### src/hdl/dos_pkg.sv
package dos_pkg;

	localparam int WORD_W   = 32;
	localparam int FRAC_W   = 16;
	localparam int OPER_W   = WORD_W + 1;
	localparam int PROD_W   = 2 * OPER_W;
	localparam int MSHIFT_W = PROD_W - FRAC_W;
	localparam int DIV6_SH  = 34;

	localparam int STF_W    = 31;
	localparam int DMP_W    = 31;
	localparam int DT_W     = 17;
	localparam int METHOD_W = 2;
	localparam int CFG_IDX_W  = 3;
	localparam int CFG_DATA_W = 32;
	localparam int PC_W     = 6;

	// ceil(2^34 / 6): exact floor(n / 6) for any 32-bit unsigned n
	localparam logic signed [OPER_W-1:0] RECIP6 = 33'sh0_AAAA_AAAB;

	localparam logic [WORD_W-1:0] WORD_MAX = {1'b0, {(WORD_W-1){1'b1}}};
	localparam logic [WORD_W-1:0] WORD_MIN = {1'b1, {(WORD_W-1){1'b0}}};

	localparam logic [STF_W-1:0]    STF_RST    = 31'd327680;
	localparam logic [DMP_W-1:0]    DMP_RST    = 31'd49152;
	localparam logic [WORD_W-1:0]   FRC_RST    = 32'd655360;
	localparam logic [DT_W-1:0]     DT_RST     = 17'd6554;

	typedef enum logic [CFG_IDX_W-1:0] {
		REG_STIFFNESS = 3'd0,
		REG_DAMPING   = 3'd1,
		REG_FORCING   = 3'd2,
		REG_TIME_STEP = 3'd3,
		REG_METHOD    = 3'd4
	} cfg_reg_t;

	typedef enum logic [METHOD_W-1:0] {
		METHOD_EULER = 2'd0,
		METHOD_RK2   = 2'd1,
		METHOD_RK4   = 2'd2
	} method_t;

	localparam method_t METHOD_RST = METHOD_RK4;

	// program entry points
	localparam logic [PC_W-1:0] PC_PREFIX = 6'd0;
	localparam logic [PC_W-1:0] PC_EULER  = 6'd4;
	localparam logic [PC_W-1:0] PC_RK2    = 6'd8;
	localparam logic [PC_W-1:0] PC_RK4    = 6'd20;

	typedef enum logic [2:0] {
		OP_MUL  = 3'd0,
		OP_ADD  = 3'd1,
		OP_SUB  = 3'd2,
		OP_ABS  = 3'd3,
		OP_DIV6 = 3'd4,
		OP_SGN  = 3'd5
	} alu_op_t;

	typedef enum logic [3:0] {
		OPD_X   = 4'd0,
		OPD_V   = 4'd1,
		OPD_XT  = 4'd2,
		OPD_VT  = 4'd3,
		OPD_T   = 4'd4,
		OPD_U   = 4'd5,
		OPD_A   = 4'd6,
		OPD_SX  = 4'd7,
		OPD_SV  = 4'd8,
		OPD_M   = 4'd9,
		OPD_STF = 4'd10,
		OPD_DMP = 4'd11,
		OPD_FRC = 4'd12,
		OPD_DT  = 4'd13,
		OPD_H   = 4'd14
	} opnd_t;

	typedef struct packed {
		alu_op_t op;
		opnd_t   src_a;
		opnd_t   src_b;
		opnd_t   dst;
		logic    branch;
		logic    last;
	} uop_t;

	typedef struct packed {
		logic idle;
		logic run;
		logic fin;
	} seq_stat_t;

	typedef struct packed {
		logic                     func;
		logic signed [WORD_W-1:0] initial_position;
		logic signed [WORD_W-1:0] initial_velocity;
	} item_t;

	typedef struct packed {
		logic signed [WORD_W-1:0] position;
		logic signed [WORD_W-1:0] velocity;
		logic                     saturated;
	} result_t;

	function automatic uop_t mk(alu_op_t op, opnd_t a, opnd_t b, opnd_t d,
			logic br, logic lst);
		uop_t u;
		u.op     = op;
		u.src_a  = a;
		u.src_b  = b;
		u.dst    = d;
		u.branch = br;
		u.last   = lst;
		return u;
	endfunction

	// microprogram: common accel prefix, then one tail per method
	function automatic uop_t uop_rom(logic [PC_W-1:0] pc);
		uop_t u;
		case (pc)
			6'd0:  u = mk(OP_MUL, OPD_STF, OPD_X,  OPD_T,  1'b0, 1'b0);
			6'd1:  u = mk(OP_SUB, OPD_FRC, OPD_T,  OPD_T,  1'b0, 1'b0);
			6'd2:  u = mk(OP_MUL, OPD_DMP, OPD_V,  OPD_U,  1'b0, 1'b0);
			6'd3:  u = mk(OP_SUB, OPD_T,   OPD_U,  OPD_A,  1'b1, 1'b0);
			// Euler
			6'd4:  u = mk(OP_MUL, OPD_DT,  OPD_V,  OPD_T,  1'b0, 1'b0);
			6'd5:  u = mk(OP_ADD, OPD_X,   OPD_T,  OPD_X,  1'b0, 1'b0);
			6'd6:  u = mk(OP_MUL, OPD_DT,  OPD_A,  OPD_T,  1'b0, 1'b0);
			6'd7:  u = mk(OP_ADD, OPD_V,   OPD_T,  OPD_V,  1'b0, 1'b1);
			// midpoint
			6'd8:  u = mk(OP_MUL, OPD_H,   OPD_A,  OPD_T,  1'b0, 1'b0);
			6'd9:  u = mk(OP_ADD, OPD_V,   OPD_T,  OPD_VT, 1'b0, 1'b0);
			6'd10: u = mk(OP_MUL, OPD_H,   OPD_V,  OPD_T,  1'b0, 1'b0);
			6'd11: u = mk(OP_ADD, OPD_X,   OPD_T,  OPD_XT, 1'b0, 1'b0);
			6'd12: u = mk(OP_MUL, OPD_STF, OPD_XT, OPD_T,  1'b0, 1'b0);
			6'd13: u = mk(OP_SUB, OPD_FRC, OPD_T,  OPD_T,  1'b0, 1'b0);
			6'd14: u = mk(OP_MUL, OPD_DMP, OPD_VT, OPD_U,  1'b0, 1'b0);
			6'd15: u = mk(OP_SUB, OPD_T,   OPD_U,  OPD_A,  1'b0, 1'b0);
			6'd16: u = mk(OP_MUL, OPD_DT,  OPD_VT, OPD_T,  1'b0, 1'b0);
			6'd17: u = mk(OP_ADD, OPD_X,   OPD_T,  OPD_X,  1'b0, 1'b0);
			6'd18: u = mk(OP_MUL, OPD_DT,  OPD_A,  OPD_T,  1'b0, 1'b0);
			6'd19: u = mk(OP_ADD, OPD_V,   OPD_T,  OPD_V,  1'b0, 1'b1);
			// RK4: stage 2
			6'd20: u = mk(OP_MUL, OPD_H,   OPD_V,  OPD_T,  1'b0, 1'b0);
			6'd21: u = mk(OP_ADD, OPD_X,   OPD_T,  OPD_XT, 1'b0, 1'b0);
			6'd22: u = mk(OP_MUL, OPD_H,   OPD_A,  OPD_T,  1'b0, 1'b0);
			6'd23: u = mk(OP_ADD, OPD_V,   OPD_T,  OPD_VT, 1'b0, 1'b0);
			6'd24: u = mk(OP_ADD, OPD_VT,  OPD_VT, OPD_T,  1'b0, 1'b0);
			6'd25: u = mk(OP_ADD, OPD_V,   OPD_T,  OPD_SX, 1'b0, 1'b0);
			6'd26: u = mk(OP_MUL, OPD_STF, OPD_XT, OPD_T,  1'b0, 1'b0);
			6'd27: u = mk(OP_SUB, OPD_FRC, OPD_T,  OPD_T,  1'b0, 1'b0);
			6'd28: u = mk(OP_MUL, OPD_DMP, OPD_VT, OPD_U,  1'b0, 1'b0);
			6'd29: u = mk(OP_SUB, OPD_T,   OPD_U,  OPD_U,  1'b0, 1'b0);
			6'd30: u = mk(OP_ADD, OPD_U,   OPD_U,  OPD_T,  1'b0, 1'b0);
			6'd31: u = mk(OP_ADD, OPD_A,   OPD_T,  OPD_SV, 1'b0, 1'b0);
			// RK4: stage 3
			6'd32: u = mk(OP_MUL, OPD_H,   OPD_VT, OPD_T,  1'b0, 1'b0);
			6'd33: u = mk(OP_ADD, OPD_X,   OPD_T,  OPD_XT, 1'b0, 1'b0);
			6'd34: u = mk(OP_MUL, OPD_H,   OPD_U,  OPD_T,  1'b0, 1'b0);
			6'd35: u = mk(OP_ADD, OPD_V,   OPD_T,  OPD_VT, 1'b0, 1'b0);
			6'd36: u = mk(OP_ADD, OPD_VT,  OPD_VT, OPD_T,  1'b0, 1'b0);
			6'd37: u = mk(OP_ADD, OPD_SX,  OPD_T,  OPD_SX, 1'b0, 1'b0);
			6'd38: u = mk(OP_MUL, OPD_STF, OPD_XT, OPD_T,  1'b0, 1'b0);
			6'd39: u = mk(OP_SUB, OPD_FRC, OPD_T,  OPD_T,  1'b0, 1'b0);
			6'd40: u = mk(OP_MUL, OPD_DMP, OPD_VT, OPD_U,  1'b0, 1'b0);
			6'd41: u = mk(OP_SUB, OPD_T,   OPD_U,  OPD_A,  1'b0, 1'b0);
			6'd42: u = mk(OP_ADD, OPD_A,   OPD_A,  OPD_T,  1'b0, 1'b0);
			6'd43: u = mk(OP_ADD, OPD_SV,  OPD_T,  OPD_SV, 1'b0, 1'b0);
			// RK4: stage 4
			6'd44: u = mk(OP_MUL, OPD_DT,  OPD_VT, OPD_T,  1'b0, 1'b0);
			6'd45: u = mk(OP_ADD, OPD_X,   OPD_T,  OPD_XT, 1'b0, 1'b0);
			6'd46: u = mk(OP_MUL, OPD_DT,  OPD_A,  OPD_T,  1'b0, 1'b0);
			6'd47: u = mk(OP_ADD, OPD_V,   OPD_T,  OPD_VT, 1'b0, 1'b0);
			6'd48: u = mk(OP_ADD, OPD_SX,  OPD_VT, OPD_SX, 1'b0, 1'b0);
			6'd49: u = mk(OP_MUL, OPD_STF, OPD_XT, OPD_T,  1'b0, 1'b0);
			6'd50: u = mk(OP_SUB, OPD_FRC, OPD_T,  OPD_T,  1'b0, 1'b0);
			6'd51: u = mk(OP_MUL, OPD_DMP, OPD_VT, OPD_U,  1'b0, 1'b0);
			6'd52: u = mk(OP_SUB, OPD_T,   OPD_U,  OPD_A,  1'b0, 1'b0);
			6'd53: u = mk(OP_ADD, OPD_SV,  OPD_A,  OPD_SV, 1'b0, 1'b0);
			// RK4: weighted update, divide by six toward zero
			6'd54: u = mk(OP_MUL, OPD_DT,  OPD_SX, OPD_M,  1'b0, 1'b0);
			6'd55: u = mk(OP_ABS, OPD_M,   OPD_M,  OPD_T,  1'b0, 1'b0);
			6'd56: u = mk(OP_DIV6, OPD_T,  OPD_T,  OPD_T,  1'b0, 1'b0);
			6'd57: u = mk(OP_SGN, OPD_M,   OPD_T,  OPD_T,  1'b0, 1'b0);
			6'd58: u = mk(OP_ADD, OPD_X,   OPD_T,  OPD_X,  1'b0, 1'b0);
			6'd59: u = mk(OP_MUL, OPD_DT,  OPD_SV, OPD_M,  1'b0, 1'b0);
			6'd60: u = mk(OP_ABS, OPD_M,   OPD_M,  OPD_T,  1'b0, 1'b0);
			6'd61: u = mk(OP_DIV6, OPD_T,  OPD_T,  OPD_T,  1'b0, 1'b0);
			6'd62: u = mk(OP_SGN, OPD_M,   OPD_T,  OPD_T,  1'b0, 1'b0);
			6'd63: u = mk(OP_ADD, OPD_V,   OPD_T,  OPD_V,  1'b0, 1'b1);
			default: u = mk(OP_ADD, OPD_X, OPD_X,  OPD_T,  1'b0, 1'b1);
		endcase
		return u;
	endfunction

endpackage

### src/hdl/damped_oscillator_ode_stepper.sv
// Forced damped oscillator stepper, x'' = forcing - stiffness*x - damping*v, in signed
// Q16.16. A step transaction (func 0) advances the held position and velocity by one
// time_step with forward Euler, midpoint RK2 or classic RK4 (method 3 runs RK4); a load
// transaction (func 1) sets them directly. Each transaction returns one result with the
// new state and a flag that is set when any intermediate value clamped to the 32-bit
// range. All arithmetic runs through one saturating multiply/add unit driven by a
// microcode sequencer, one operation per cycle: a step runs the shared acceleration
// prefix and then the tail for its method, hands the result to the output register
// and returns to idle, where the next transaction is accepted; a load goes straight
// to the hand-off. The hand-off waits while the output register holds a result not
// yet taken. The input is not ready while a transaction is in progress, but a
// finished result may sit in the output register while the next is accepted.
// Configuration is taken through cfg_we/cfg_index/cfg_data and must only be written
// while the block is idle.
module damped_oscillator_ode_stepper (
	input  logic                            clk,
	input  logic                            arst_n,
	input  logic                            cfg_we,
	input  logic [dos_pkg::CFG_IDX_W-1:0]   cfg_index,
	input  logic [dos_pkg::CFG_DATA_W-1:0]  cfg_data,
	input  logic                            item_valid,
	output logic                            item_ready,
	input  dos_pkg::item_t                  item,
	output logic                            result_valid,
	input  logic                            result_ready,
	output dos_pkg::result_t                result
);

	// configuration
	logic [dos_pkg::STF_W-1:0]    stiffness_q;
	logic [dos_pkg::DMP_W-1:0]    damping_q;
	logic [dos_pkg::WORD_W-1:0]   forcing_q;
	logic [dos_pkg::DT_W-1:0]     time_step_q;
	logic [dos_pkg::METHOD_W-1:0] method_q;

	// state and scratch registers
	logic signed [dos_pkg::WORD_W-1:0] x_q, v_q;
	logic signed [dos_pkg::WORD_W-1:0] xt_q, vt_q, t_q, u_q, a_q, sx_q, sv_q, m_q;
	logic                              flag_q;

	logic                              result_valid_q;
	dos_pkg::result_t                  result_q;

	dos_pkg::uop_t                     uop;
	dos_pkg::seq_stat_t                stat;
	logic signed [dos_pkg::WORD_W-1:0] opa, opb, alu_res;
	logic                              alu_sat;
	logic                              accept;
	logic                              slot_free;

	assign accept     = item_valid && item_ready;
	assign item_ready = stat.idle;
	assign slot_free  = !result_valid_q || result_ready;

	always_ff @(posedge clk or negedge arst_n) begin
		if (!arst_n) begin
			stiffness_q <= dos_pkg::STF_RST;
			damping_q   <= dos_pkg::DMP_RST;
			forcing_q   <= dos_pkg::FRC_RST;
			time_step_q <= dos_pkg::DT_RST;
			method_q    <= dos_pkg::METHOD_RST;
		end else if (cfg_we) begin
			case (cfg_index)
				dos_pkg::REG_STIFFNESS: stiffness_q <= cfg_data[dos_pkg::STF_W-1:0];
				dos_pkg::REG_DAMPING:   damping_q   <= cfg_data[dos_pkg::DMP_W-1:0];
				dos_pkg::REG_FORCING:   forcing_q   <= cfg_data[dos_pkg::WORD_W-1:0];
				dos_pkg::REG_TIME_STEP: time_step_q <= cfg_data[dos_pkg::DT_W-1:0];
				dos_pkg::REG_METHOD:    method_q    <= cfg_data[dos_pkg::METHOD_W-1:0];
				default: ;  // unmapped index: dropped
			endcase
		end
	end

	dos_seq u_seq (
		.clk       (clk),
		.arst_n    (arst_n),
		.start     (accept),
		.load      (item.func),
		.method    (method_q),
		.slot_free (slot_free),
		.uop       (uop),
		.stat      (stat)
	);

	// operand A select
	always_comb begin
		case (uop.src_a)
			dos_pkg::OPD_X:   opa = x_q;
			dos_pkg::OPD_V:   opa = v_q;
			dos_pkg::OPD_XT:  opa = xt_q;
			dos_pkg::OPD_VT:  opa = vt_q;
			dos_pkg::OPD_T:   opa = t_q;
			dos_pkg::OPD_U:   opa = u_q;
			dos_pkg::OPD_A:   opa = a_q;
			dos_pkg::OPD_SX:  opa = sx_q;
			dos_pkg::OPD_SV:  opa = sv_q;
			dos_pkg::OPD_M:   opa = m_q;
			dos_pkg::OPD_STF: opa = {1'b0, stiffness_q};
			dos_pkg::OPD_DMP: opa = {1'b0, damping_q};
			dos_pkg::OPD_FRC: opa = forcing_q;
			dos_pkg::OPD_DT:  opa = {{(dos_pkg::WORD_W-dos_pkg::DT_W){1'b0}}, time_step_q};
			dos_pkg::OPD_H:   opa = {{(dos_pkg::WORD_W-dos_pkg::DT_W+1){1'b0}},
				time_step_q[dos_pkg::DT_W-1:1]};
			default:          opa = x_q;
		endcase
	end

	// operand B select; coefficients never appear here
	always_comb begin
		case (uop.src_b)
			dos_pkg::OPD_X:   opb = x_q;
			dos_pkg::OPD_V:   opb = v_q;
			dos_pkg::OPD_XT:  opb = xt_q;
			dos_pkg::OPD_VT:  opb = vt_q;
			dos_pkg::OPD_T:   opb = t_q;
			dos_pkg::OPD_U:   opb = u_q;
			dos_pkg::OPD_A:   opb = a_q;
			dos_pkg::OPD_SX:  opb = sx_q;
			dos_pkg::OPD_SV:  opb = sv_q;
			dos_pkg::OPD_M:   opb = m_q;
			default:          opb = t_q;
		endcase
	end

	dos_alu u_alu (
		.op  (uop.op),
		.a   (opa),
		.b   (opb),
		.res (alu_res),
		.sat (alu_sat)
	);

	// position/velocity are architectural state and reset to zero
	always_ff @(posedge clk or negedge arst_n) begin
		if (!arst_n) begin
			x_q <= '0;
			v_q <= '0;
		end else if (accept && item.func) begin
			x_q <= item.initial_position;
			v_q <= item.initial_velocity;
		end else if (stat.run) begin
			if (uop.dst == dos_pkg::OPD_X)
				x_q <= alu_res;
			if (uop.dst == dos_pkg::OPD_V)
				v_q <= alu_res;
		end
	end

	// scratch writeback
	always_ff @(posedge clk) begin
		if (stat.run) begin
			case (uop.dst)
				dos_pkg::OPD_XT: xt_q <= alu_res;
				dos_pkg::OPD_VT: vt_q <= alu_res;
				dos_pkg::OPD_T:  t_q  <= alu_res;
				dos_pkg::OPD_U:  u_q  <= alu_res;
				dos_pkg::OPD_A:  a_q  <= alu_res;
				dos_pkg::OPD_SX: sx_q <= alu_res;
				dos_pkg::OPD_SV: sv_q <= alu_res;
				dos_pkg::OPD_M:  m_q  <= alu_res;
				default: ;  // state registers handled above
			endcase
		end
	end

	// sticky clamp flag for the transaction in progress
	always_ff @(posedge clk or negedge arst_n) begin
		if (!arst_n)
			flag_q <= 1'b0;
		else if (accept)
			flag_q <= 1'b0;
		else if (stat.run && alu_sat)
			flag_q <= 1'b1;
	end

	// output register decouples the result side from the datapath
	always_ff @(posedge clk or negedge arst_n) begin
		if (!arst_n)
			result_valid_q <= 1'b0;
		else if (stat.fin && slot_free)
			result_valid_q <= 1'b1;
		else if (result_ready)
			result_valid_q <= 1'b0;
	end

	always_ff @(posedge clk) begin
		if (stat.fin && slot_free) begin
			result_q.position  <= x_q;
			result_q.velocity  <= v_q;
			result_q.saturated <= flag_q;
		end
	end

	assign result_valid = result_valid_q;
	assign result       = result_q;

	a_busy_after_accept: assert property (@(posedge clk) disable iff (!arst_n)
		accept |=> !item_ready)
		else $error("input ready right after a transaction was accepted");

	a_load_clears_flag: assert property (@(posedge clk) disable iff (!arst_n)
		(accept && item.func) |=> !flag_q)
		else $error("clamp flag set after a load");

	a_result_from_fin: assert property (@(posedge clk) disable iff (!arst_n)
		$rose(result_valid_q) |-> $past(stat.fin))
		else $error("result presented without a finished transaction");

	a_fin_publishes: assert property (@(posedge clk) disable iff (!arst_n)
		(stat.fin && slot_free) |=> (result_valid_q && stat.idle))
		else $error("finished transaction not published");

endmodule

### src/hdl/dos_alu.sv
// Shared arithmetic unit: Q-format multiply, add, subtract, all saturating;
// plus the helper ops for the divide by six.
module dos_alu (
	input  dos_pkg::alu_op_t                   op,
	input  logic signed [dos_pkg::WORD_W-1:0]  a,
	input  logic signed [dos_pkg::WORD_W-1:0]  b,
	output logic signed [dos_pkg::WORD_W-1:0]  res,
	output logic                               sat
);

	logic signed [dos_pkg::OPER_W-1:0]   mul_a;
	logic signed [dos_pkg::OPER_W-1:0]   mul_b;
	logic signed [dos_pkg::PROD_W-1:0]   prod;
	logic        [dos_pkg::MSHIFT_W-1:0] prod_sh;
	logic                                mul_ovf;
	logic signed [dos_pkg::OPER_W-1:0]   a_ext;
	logic signed [dos_pkg::OPER_W-1:0]   b_ext;
	logic signed [dos_pkg::OPER_W-1:0]   sum;
	logic signed [dos_pkg::OPER_W-1:0]   diff;

	always_comb begin
		if (op == dos_pkg::OP_DIV6) begin
			mul_a = {1'b0, a};
			mul_b = dos_pkg::RECIP6;
		end else begin
			mul_a = {a[dos_pkg::WORD_W-1], a};
			mul_b = {b[dos_pkg::WORD_W-1], b};
		end
	end

	assign prod    = mul_a * mul_b;
	// arithmetic shift by the fraction width: floor rounding
	assign prod_sh = prod[dos_pkg::PROD_W-1:dos_pkg::FRAC_W];
	assign mul_ovf = !((&prod_sh[dos_pkg::MSHIFT_W-1:dos_pkg::WORD_W-1])
		|| !(|prod_sh[dos_pkg::MSHIFT_W-1:dos_pkg::WORD_W-1]));

	assign a_ext = {a[dos_pkg::WORD_W-1], a};
	assign b_ext = {b[dos_pkg::WORD_W-1], b};
	assign sum   = a_ext + b_ext;
	assign diff  = a_ext - b_ext;

	always_comb begin
		res = sum[dos_pkg::WORD_W-1:0];
		sat = 1'b0;
		case (op)
			dos_pkg::OP_MUL: begin
				sat = mul_ovf;
				if (mul_ovf)
					res = prod_sh[dos_pkg::MSHIFT_W-1] ? dos_pkg::WORD_MIN : dos_pkg::WORD_MAX;
				else
					res = prod_sh[dos_pkg::WORD_W-1:0];
			end
			dos_pkg::OP_ADD: begin
				sat = sum[dos_pkg::WORD_W] != sum[dos_pkg::WORD_W-1];
				if (sat)
					res = sum[dos_pkg::WORD_W] ? dos_pkg::WORD_MIN : dos_pkg::WORD_MAX;
				else
					res = sum[dos_pkg::WORD_W-1:0];
			end
			dos_pkg::OP_SUB: begin
				sat = diff[dos_pkg::WORD_W] != diff[dos_pkg::WORD_W-1];
				if (sat)
					res = diff[dos_pkg::WORD_W] ? dos_pkg::WORD_MIN : dos_pkg::WORD_MAX;
				else
					res = diff[dos_pkg::WORD_W-1:0];
			end
			// magnitude as unsigned; the most negative value maps to its own pattern
			dos_pkg::OP_ABS:  res = a[dos_pkg::WORD_W-1] ? -a : a;
			dos_pkg::OP_DIV6: res = prod[dos_pkg::DIV6_SH +: dos_pkg::WORD_W];
			// restore the sign of a onto the small quotient in b
			dos_pkg::OP_SGN:  res = a[dos_pkg::WORD_W-1] ? -b : b;
			default: begin
				res = sum[dos_pkg::WORD_W-1:0];
				sat = 1'b0;
			end
		endcase
	end

endmodule

### src/hdl/dos_seq.sv
// Microcode sequencer: program counter, method dispatch, and run state.
module dos_seq (
	input  logic                          clk,
	input  logic                          arst_n,
	input  logic                          start,
	input  logic                          load,
	input  logic [dos_pkg::METHOD_W-1:0]  method,
	input  logic                          slot_free,
	output dos_pkg::uop_t                 uop,
	output dos_pkg::seq_stat_t            stat
);

	typedef enum logic [2:0] {
		S_IDLE = 3'b001,
		S_RUN  = 3'b010,
		S_FIN  = 3'b100
	} state_t;

	state_t                  state_q;
	logic [dos_pkg::PC_W-1:0] pc_q;
	logic [dos_pkg::PC_W-1:0] tail_pc;

	assign uop = dos_pkg::uop_rom(pc_q);

	always_comb begin
		case (method)
			dos_pkg::METHOD_EULER: tail_pc = dos_pkg::PC_EULER;
			dos_pkg::METHOD_RK2:   tail_pc = dos_pkg::PC_RK2;
			default:               tail_pc = dos_pkg::PC_RK4;
		endcase
	end

	always_ff @(posedge clk or negedge arst_n) begin
		if (!arst_n) begin
			state_q <= S_IDLE;
			pc_q    <= dos_pkg::PC_PREFIX;
		end else begin
			case (state_q)
				S_IDLE: begin
					if (start) begin
						pc_q    <= dos_pkg::PC_PREFIX;
						state_q <= load ? S_FIN : S_RUN;
					end
				end
				S_RUN: begin
					if (uop.last)
						state_q <= S_FIN;
					else if (uop.branch)
						pc_q <= tail_pc;
					else
						pc_q <= pc_q + 1'b1;
				end
				S_FIN: begin
					if (slot_free)
						state_q <= S_IDLE;
				end
				default: state_q <= S_IDLE;
			endcase
		end
	end

	assign stat.idle = state_q == S_IDLE;
	assign stat.run  = state_q == S_RUN;
	assign stat.fin  = state_q == S_FIN;

endmodule

### config.mk
export PLATFORM = sky130hd
export DESIGN_NAME = damped_oscillator_ode_stepper
export DESIGN_NICKNAME = d
export VERILOG_FILES = /design/src/hdl/dos_pkg.sv /design/src/hdl/damped_oscillator_ode_stepper.sv /design/src/hdl/dos_alu.sv /design/src/hdl/dos_seq.sv
export SDC_FILE = /design/constraint.sdc
export NUM_CORES = 2
export LEC_CHECK = 0
export ABC_AREA = 1
export BUFFER_PORTS_ARGS = -buffer_cell sky130_fd_sc_hd__buf_2
export CORE_MARGIN = 5
export CORE_UTILIZATION = 45
export DETAILED_ROUTE_END_ITERATION = 12
export GPL_TIMING_DRIVEN = 0
export PLACE_DENSITY = 0.62
export SKIP_CTS_REPAIR_TIMING = 1
export SYNTH_ARGS = -nofsm -noshare
export SYNTH_HDL_FRONTEND = slang
export SYNTH_SLANG_ARGS = --single-unit
export TNS_END_PERCENT = 1
### constraint.sdc
create_clock -name clk -period 14.08 [get_ports clk]
set_clock_uncertainty 0.15 [all_clocks]
set_input_delay 3.52 -clock clk [delete_from_list [all_inputs] [get_ports clk]]
set_output_delay 3.52 -clock clk [all_outputs]
set_load 0.02 [all_outputs]
Word-level counts from Yosys, hierarchy flattened
Memories as Yosys holds them, arrays and structs flattened. Index checks and enable logic that the tools add are counted.

Eq/ne operators: 50. Multiply operators: 1. Shift-type cells: 0. Muxes and demuxes: 34. $lt $le $gt $ge: 0. Reductions and logical operators: 39. Bitwise logic cells: 0. $add $sub $neg: 5. Div/mod/pow operators: 0.

Operators by type and width (number): 2-to-1 mux 32 bit (14); case mux 32 bit (14 select lines) (1); case mux 32 bit (9 select lines) (1); case mux 32 bit (6 select lines) (1); multiplier 33 x 33 -> 66 bit (1); 2-to-1 mux 33 bit (2); negator 32 bit (2); equality test 4 x 3 -> 1 bit, second input constant (11); equality test 4 bit, second input constant (11); adder 32 x 32 -> 33 bit (1); subtractor 32 x 32 -> 33 bit (1); AND reduction 2 bit (15); equality test 4 x 2 -> 1 bit, second input constant (6); AND reduction 19 bit (1); OR reduction 19 bit (1); 2-to-1 mux 6 bit (3); equality test 3 x 2 -> 1 bit, second input constant (5); equality test 3 bit, second input constant (4); equality test 4 x 1 -> 1 bit, second input constant (3); 2-to-1 mux 3 bit (4); case mux 6 bit (2 select lines) (1); nonzero test 2 bit (6); case mux 5 bit (2 select lines) (1); equality test 3 x 1 -> 1 bit, second input constant (3); other kinds (15) (30).

Output and inout port bits: 67. Input bits: 105. Memory bits (read-only): 1088. Memories kept: 1. Bits in writable memories: 0. Logic and storage cells: 152. Register bits: 509. Latch bits: 0.

Memory list: (name not given) (words 64, bits a word 17, read ports 1, clocked after Yosys merged registers in 0, wr ports 0, line dos_pkg.sv:120) `case (pc)`.

Longest topological paths before layout
An unclocked memory read counts as a cell.

Depth after elaboration: 13. Gate-level depth with buffers: 66. Mapped depth without buffers: 63.

Cells and area by module
From an unflattened synthesis, not the netlist that was laid out.

Cell total of the unflattened synthesis: 9048. Area, all modules: 71167.0 um^2.

By module, submodules not included: dos_alu (seq. area each 0.0 um^2, cells an instance 5972, times used 1, area an instance 45597.5 um^2); damped_oscillator_ode_stepper (seq. area each 14136.1 um^2, cells an instance 2715, times used 1, area an instance 23536.3 um^2); dos_seq (seq. area each 226.5 um^2, cells an instance 361, times used 1, area an instance 2033.2 um^2).

Worst setup path after synthesis
No wires, ideal clock.

Path type: register to register. From: register u_seq.pc_q[0] (netlist name). To: register a_q[0] (netlist name) (data pin). Buffers on the path: 6. Arrival time: 11619 ps. Cell stages (with the launch flop): 52. Setup time: 271 ps. Slack: 2040 ps. Period minus slack after synthesis: 12040 ps. Required time: 13659 ps. Cells stage by stage: dfrtp_1 inv_2 ha_1 inv_1 nand2_2 nand3_1 nand2_1 a21oi_4 nand2_4 nor2_4 nand2_2 inv_1 buf_2 buf_1 a211oi_1 nand3_1 o21ai_0 clkbuf_1 [... 16 more ...] inv_1 ha_1 a21oi_1 inv_1 a31oi_1 inv_1 a21oi_1 nor3b_1 a2111oi_0 nand3_1 nand2_1 nand3_1 nor3_1 nand3_1 nand3_2 buf_6 nand3_1 a21boi_0.

Cells in the longest elaborated chain, start to end: 10. Elaborated cells on any way between the ends: 54. Classes of those cells: add/sub (4); mul (1); eq/ne (29); mux (13); reduce/logical (6); memory (1).

RTL lines: start: declaration (line dos_seq.sv:20) `logic [dos_pkg::PC_W-1:0] pc_q;`; start signal: assignment (line dos_seq.sv:36) `pc_q <= dos_pkg::PC_PREFIX;`; start signal: assignment (line dos_seq.sv:41) `pc_q <= dos_pkg::PC_PREFIX;`; start signal: assignment (line dos_seq.sv:49) `pc_q <= tail_pc;`; memory (64 x 17 bit) *; equality test 4 bit (tied with other cells) (line damped_oscillator_ode_stepper.sv:87) `case (uop.src_a)`; case mux 32 bit (14 select lines) or case mux 32 bit (9 select lines) (tied branches) (line damped_oscillator_ode_stepper.sv:87, damped_oscillator_ode_stepper.sv:110); 2-to-1 mux 33 bit (line dos_alu.sv:22) `if (op == dos_pkg::OP_DIV6) begin`; multiplier 33 x 33 -> 66 bit (line dos_alu.sv:31) `assign prod = mul_a * mul_b;`; OR reduction 19 bit (line dos_alu.sv:35) `|| !(|prod_sh[dos_pkg::MSHIFT_W-1:dos_pkg::WORD_W-1]));`; logical NOT 1 bit (line dos_alu.sv:35); logical OR 1 bit (line dos_alu.sv:35); 2-to-1 mux 32 bit (line dos_alu.sv:48) `if (mul_ovf)`; case mux 32 bit (6 select lines) * (line dos_alu.sv:45) `case (op)`; named net alu_res (one bit) (line damped_oscillator_ode_stepper.sv:46) `logic signed [dos_pkg::WORD_W-1:0] opa, opb, alu_res;`; end signal: assignment (line damped_oscillator_ode_stepper.sv:157) `dos_pkg::OPD_A: a_q <= alu_res;`; end: declaration (line damped_oscillator_ode_stepper.sv:38) `logic signed [dos_pkg::WORD_W-1:0] xt_q, vt_q, t_q, u_q, a_q, sx_q, sv_q, m_q;`.

Mark *: on every way through the listed nets, which the timed path passes. The rest lies on a longest branch. A chain may end at the register's enable or synchronous reset.

Final worst setup path
From: register u_seq.pc_q[0] (netlist name). To: register sv_q[28] (netlist name) (data pin).

Cells in the longest elaborated chain, start to end: 10. Elaborated cells on any way between the ends: 54. Classes of those cells: add/sub (4); mul (1); eq/ne (29); mux (13); reduce/logical (6); memory (1).

RTL lines: memory (64 x 17 bit) *; equality test 4 bit (tied with other cells) (line damped_oscillator_ode_stepper.sv:87); case mux 32 bit (14 select lines) or case mux 32 bit (9 select lines) (tied branches) (line damped_oscillator_ode_stepper.sv:87, damped_oscillator_ode_stepper.sv:110); 2-to-1 mux 33 bit (line dos_alu.sv:22); multiplier 33 x 33 -> 66 bit (line dos_alu.sv:31); OR reduction 19 bit (line dos_alu.sv:35); logical NOT 1 bit (line dos_alu.sv:35); logical OR 1 bit (line dos_alu.sv:35); 2-to-1 mux 32 bit (line dos_alu.sv:48); case mux 32 bit (6 select lines) * (line dos_alu.sv:45); named net alu_res (one bit) (line damped_oscillator_ode_stepper.sv:46); end signal: assignment (line damped_oscillator_ode_stepper.sv:159) `dos_pkg::OPD_SV: sv_q <= alu_res;`; end: declaration (line damped_oscillator_ode_stepper.sv:38).

Marked as above.

==> summary.md <==
| Metric | Value |
|---|---|
| Clk pin slew, worst setup/hold paths | 70 ps |
| Die Area | 167,000 µm² |
| Core footprint | approximately 160,000 µm² |
| Antenna violations before repair | 15 |
| DRC | 0 |
| Distinct cells, synth | slightly above 70 |
| First-pass GRT wire length | between 400,000 and 500,000 µm |
| Violated checks | capacitance limit, slew limit |
| Final Cycle Share | 99.6% |
| CTS Buffer Depth | 3 |
| Post-layout net count | around 11,000 |
| Largest net degree at the start of global routing | 97 |
| Synthesized area | around 70,000 µm² |
| Layout cell share with drive strength beyond 1 | between 10% and 20% |
| ANT nets after route | 0 |
| Number of CTS-inserted buffers | 45 |
| Flops & latches, synth | between 500 and 600 |
| TritonCTS clock tree | built |
| Final core occ | between 50 and 60% |
| Number of global-route vias before repair | approximately 64,000 |
| Max FO, Critical Path | 12 |
| Synthesized net count | a little over 10,000 |
| Critical Path Sink Type | flip-flop |
| Cells after Synth | a little under 9,000 |
| Critical Path RT | between 10,000 and 15,000 ps |
| Top cell by count, worst path | nand2_1 |
| Slew @ Worst Pin | 1510 ps |
| Async SR Flop Fraction | a little under two fifths |
| DR pass1 iterations | 8 |
| Sequential-to-total area share from yosys stat | roughly 20% |
| Fill count | around 16,000 |
| GP Congestion | about 1.1 |
| Max Fclk | 0.0713 GHz |
| Io pins | 172 |
| Row Count | around 150 |
| Crit path largest cell delay | 860 ps |
| M1 WL | roughly 140,000 µm |
| DR vias | between 60,000 and 70,000 |
| Synth warn | 0 |
| Run status | complete, but fails checks |
| Number of synthesized flops with an enable pin | between 300 and 400 |
| Hold Path Class | flip-flop to flip-flop |
| Most frequent cells in the layout | 2,013 x inv_1, 1,836 x nand2_1, 1,141 x fa_1 |
| GRT Overall Usage | approximately 41% |
| Top layer used by detailed routing | met5 |
| Endpoints failing setup | 0 |
| Crit start category | flip-flop |
| Vias per inst | ~6 |
| Initial DRC count | about 9,400 |
| Initial Utilization | 45.2% |
| Avg Cell Area, Syn | 8.07 µm² |
| Detailed Route WL | 346,000 µm |
| CP arrival | roughly 14,000 ps |
| Final Hold Fails | 0 |
| Die X | 408 µm |
| Met2 routed WL | 140,000 µm |
| Max cap viols | 1 |
| Root Buffer | clkbuf_16 |
| Crit Path Category | flip-flop to flip-flop |
| Met3 wire length | around 48,000 µm |
| Worst path slowest cell | clkbuf_1 |
| Port bufs | ~170 |
| Min Clock Period, post-route | approximately 14,000 ps |
| Slew Limit Fails | 12 |
| Hpwl dp | 286,000 µm |
| Synthesis-to-layout area growth | 11.5% |
| Clock Sink Count | 509 |
| Main synth FF type | edfxtp_1 |
| Routed WL per cell | around 30 µm |
| Die height | between 400 and 500 µm |
| Most common cell after layout, fill and taps aside | inv_1 |
| Slew HR | -0.564% |
| Gr ovfl total | 0 |
| Clk_lat worst skew | 610 ps |
| H-tree depth | 2 |
registers in the layout, summed over array words and instances (netlist names):
name and flops:
sx_q 32, damping_q 31, flag_q 1, time_step_q 17, vt_q 32, x_q 32
u_q 32, t_q 32, xt_q 32, stiffness_q 31, u_seq.pc_q 6, u_seq.state_q 3
result_valid 1, sv_q 32, method_q 2, forcing_q 32, a_q 32, m_q 32
result 65, v_q 32
cell type report:
class	instances	area, µm²	area share [%]
sequential	509	14400	18.0
tap	2072	2590	3.26
multi-input combinational	5888	48700	61.1
inverter	2090	7980	10.0
clock inverter	20	195	0.245
clock buffer	64	1280	1.61
antenna	12	30.0	0.0377
timing repair buffer	332	2550	3.21
buffer	352	1960	2.46
cell families after synthesis:
kind of cell,share of synthesized area [%]
xor+xnor,1.40
buf+inv,13.1
mux,0.0158
fa+ha+maj,37.3
compound gates,9.86
simple gates,18.2
flops,20.1
per-stage QoR:
step	hold WS (ps)	setup TNS, ps	instances	area [µm²]	setup WS, ps
3_3_place_gp	307	-1253590	11100	74900	-4500
2_1_floorplan	275	0	8847	71400	2040
4_1_cts	318	-1268510	11200	77100	-4490
5_1_grt	322	-3960	11300	79600	-89.2
6_report	319	0	11300	79600	55.4
3_5_place_dp	298	-1247920	11100	75600	-4410
path summary, 6_finish.rpt:
path	from	slack, ps	cells after the start	endpoint
min in group asynchronous	arst_n	2570	1	forcing_q[31]$_DFFE_PN0P_
worst min register to register	v_q[15]$_DFFE_PN0P_	320	0	result[16]$_DFFE_PP_
worst max register to register	u_seq.pc_q[0]$_DFFE_PN0P_	60	52	sv_q[28]$_DFFE_PP_
worst min-delay path	v_q[15]$_DFFE_PN0P_	320	0	result[16]$_DFFE_PP_
max in group asynchronous	arst_n	9960	3	time_step_q[4]$_DFFE_PN1P_
worst max-delay path	u_seq.pc_q[0]$_DFFE_PN0P_	60	52	sv_q[28]$_DFFE_PP_
critical path, delay by kind of cell, from the launching register on:
family | cells | cell delay, ps
compound gates | 9 | 2150
flops | 1 | 510
buf+inv | 12 | 2820
simple gates | 21 | 3480
fa+ha+maj | 10 | 4600
cells in the mapped netlist (15+ instances only):
cell type | n | area [µm²]
o211ai_1 | 17 | 128
nand2_2 | 25 | 156
dfstp_2 | 15 | 394
clkinv_1 | 24 | 90.1
o22ai_1 | 112 | 701
inv_1 | 2031 | 7620
o21a_1 | 16 | 120
ha_1 | 293 | 3670
edfxtp_1 | 321 | 9640
o21ai_0 | 377 | 1890
nor3_1 | 70 | 350
a221oi_1 | 61 | 534
buf_1 | 52 | 195
o21ai_1 | 35 | 175
inv_2 | 32 | 120
xnor2_1 | 42 | 368
o2111ai_1 | 20 | 175
nand2_1 | 1846 | 6930
fa_1 | 1146 | 22900
a22o_1 | 28 | 245
nor4_1 | 18 | 113
a211oi_1 | 29 | 218
clkbuf_1 | 240 | 901
dfrtp_1 | 173 | 4330
nand3_1 | 291 | 1460
xor2_1 | 72 | 631
nor2_1 | 794 | 2980
a21oi_1 | 273 | 1370
a21boi_0 | 31 | 233
o21bai_1 | 50 | 375
a31oi_1 | 44 | 275
buf_2 | 46 | 230
nand4_1 | 68 | 425
layer usage:
layer	track usage, %	up-vias
met1	58.8	33600
met5	0	-
met3	12.6	676
li1	-	27800
met2	57.5	4406
met4	14.2	16
Power is not shown: default switching activity piles up to over one toggle a cycle in this logic, so the estimate is an artifact.
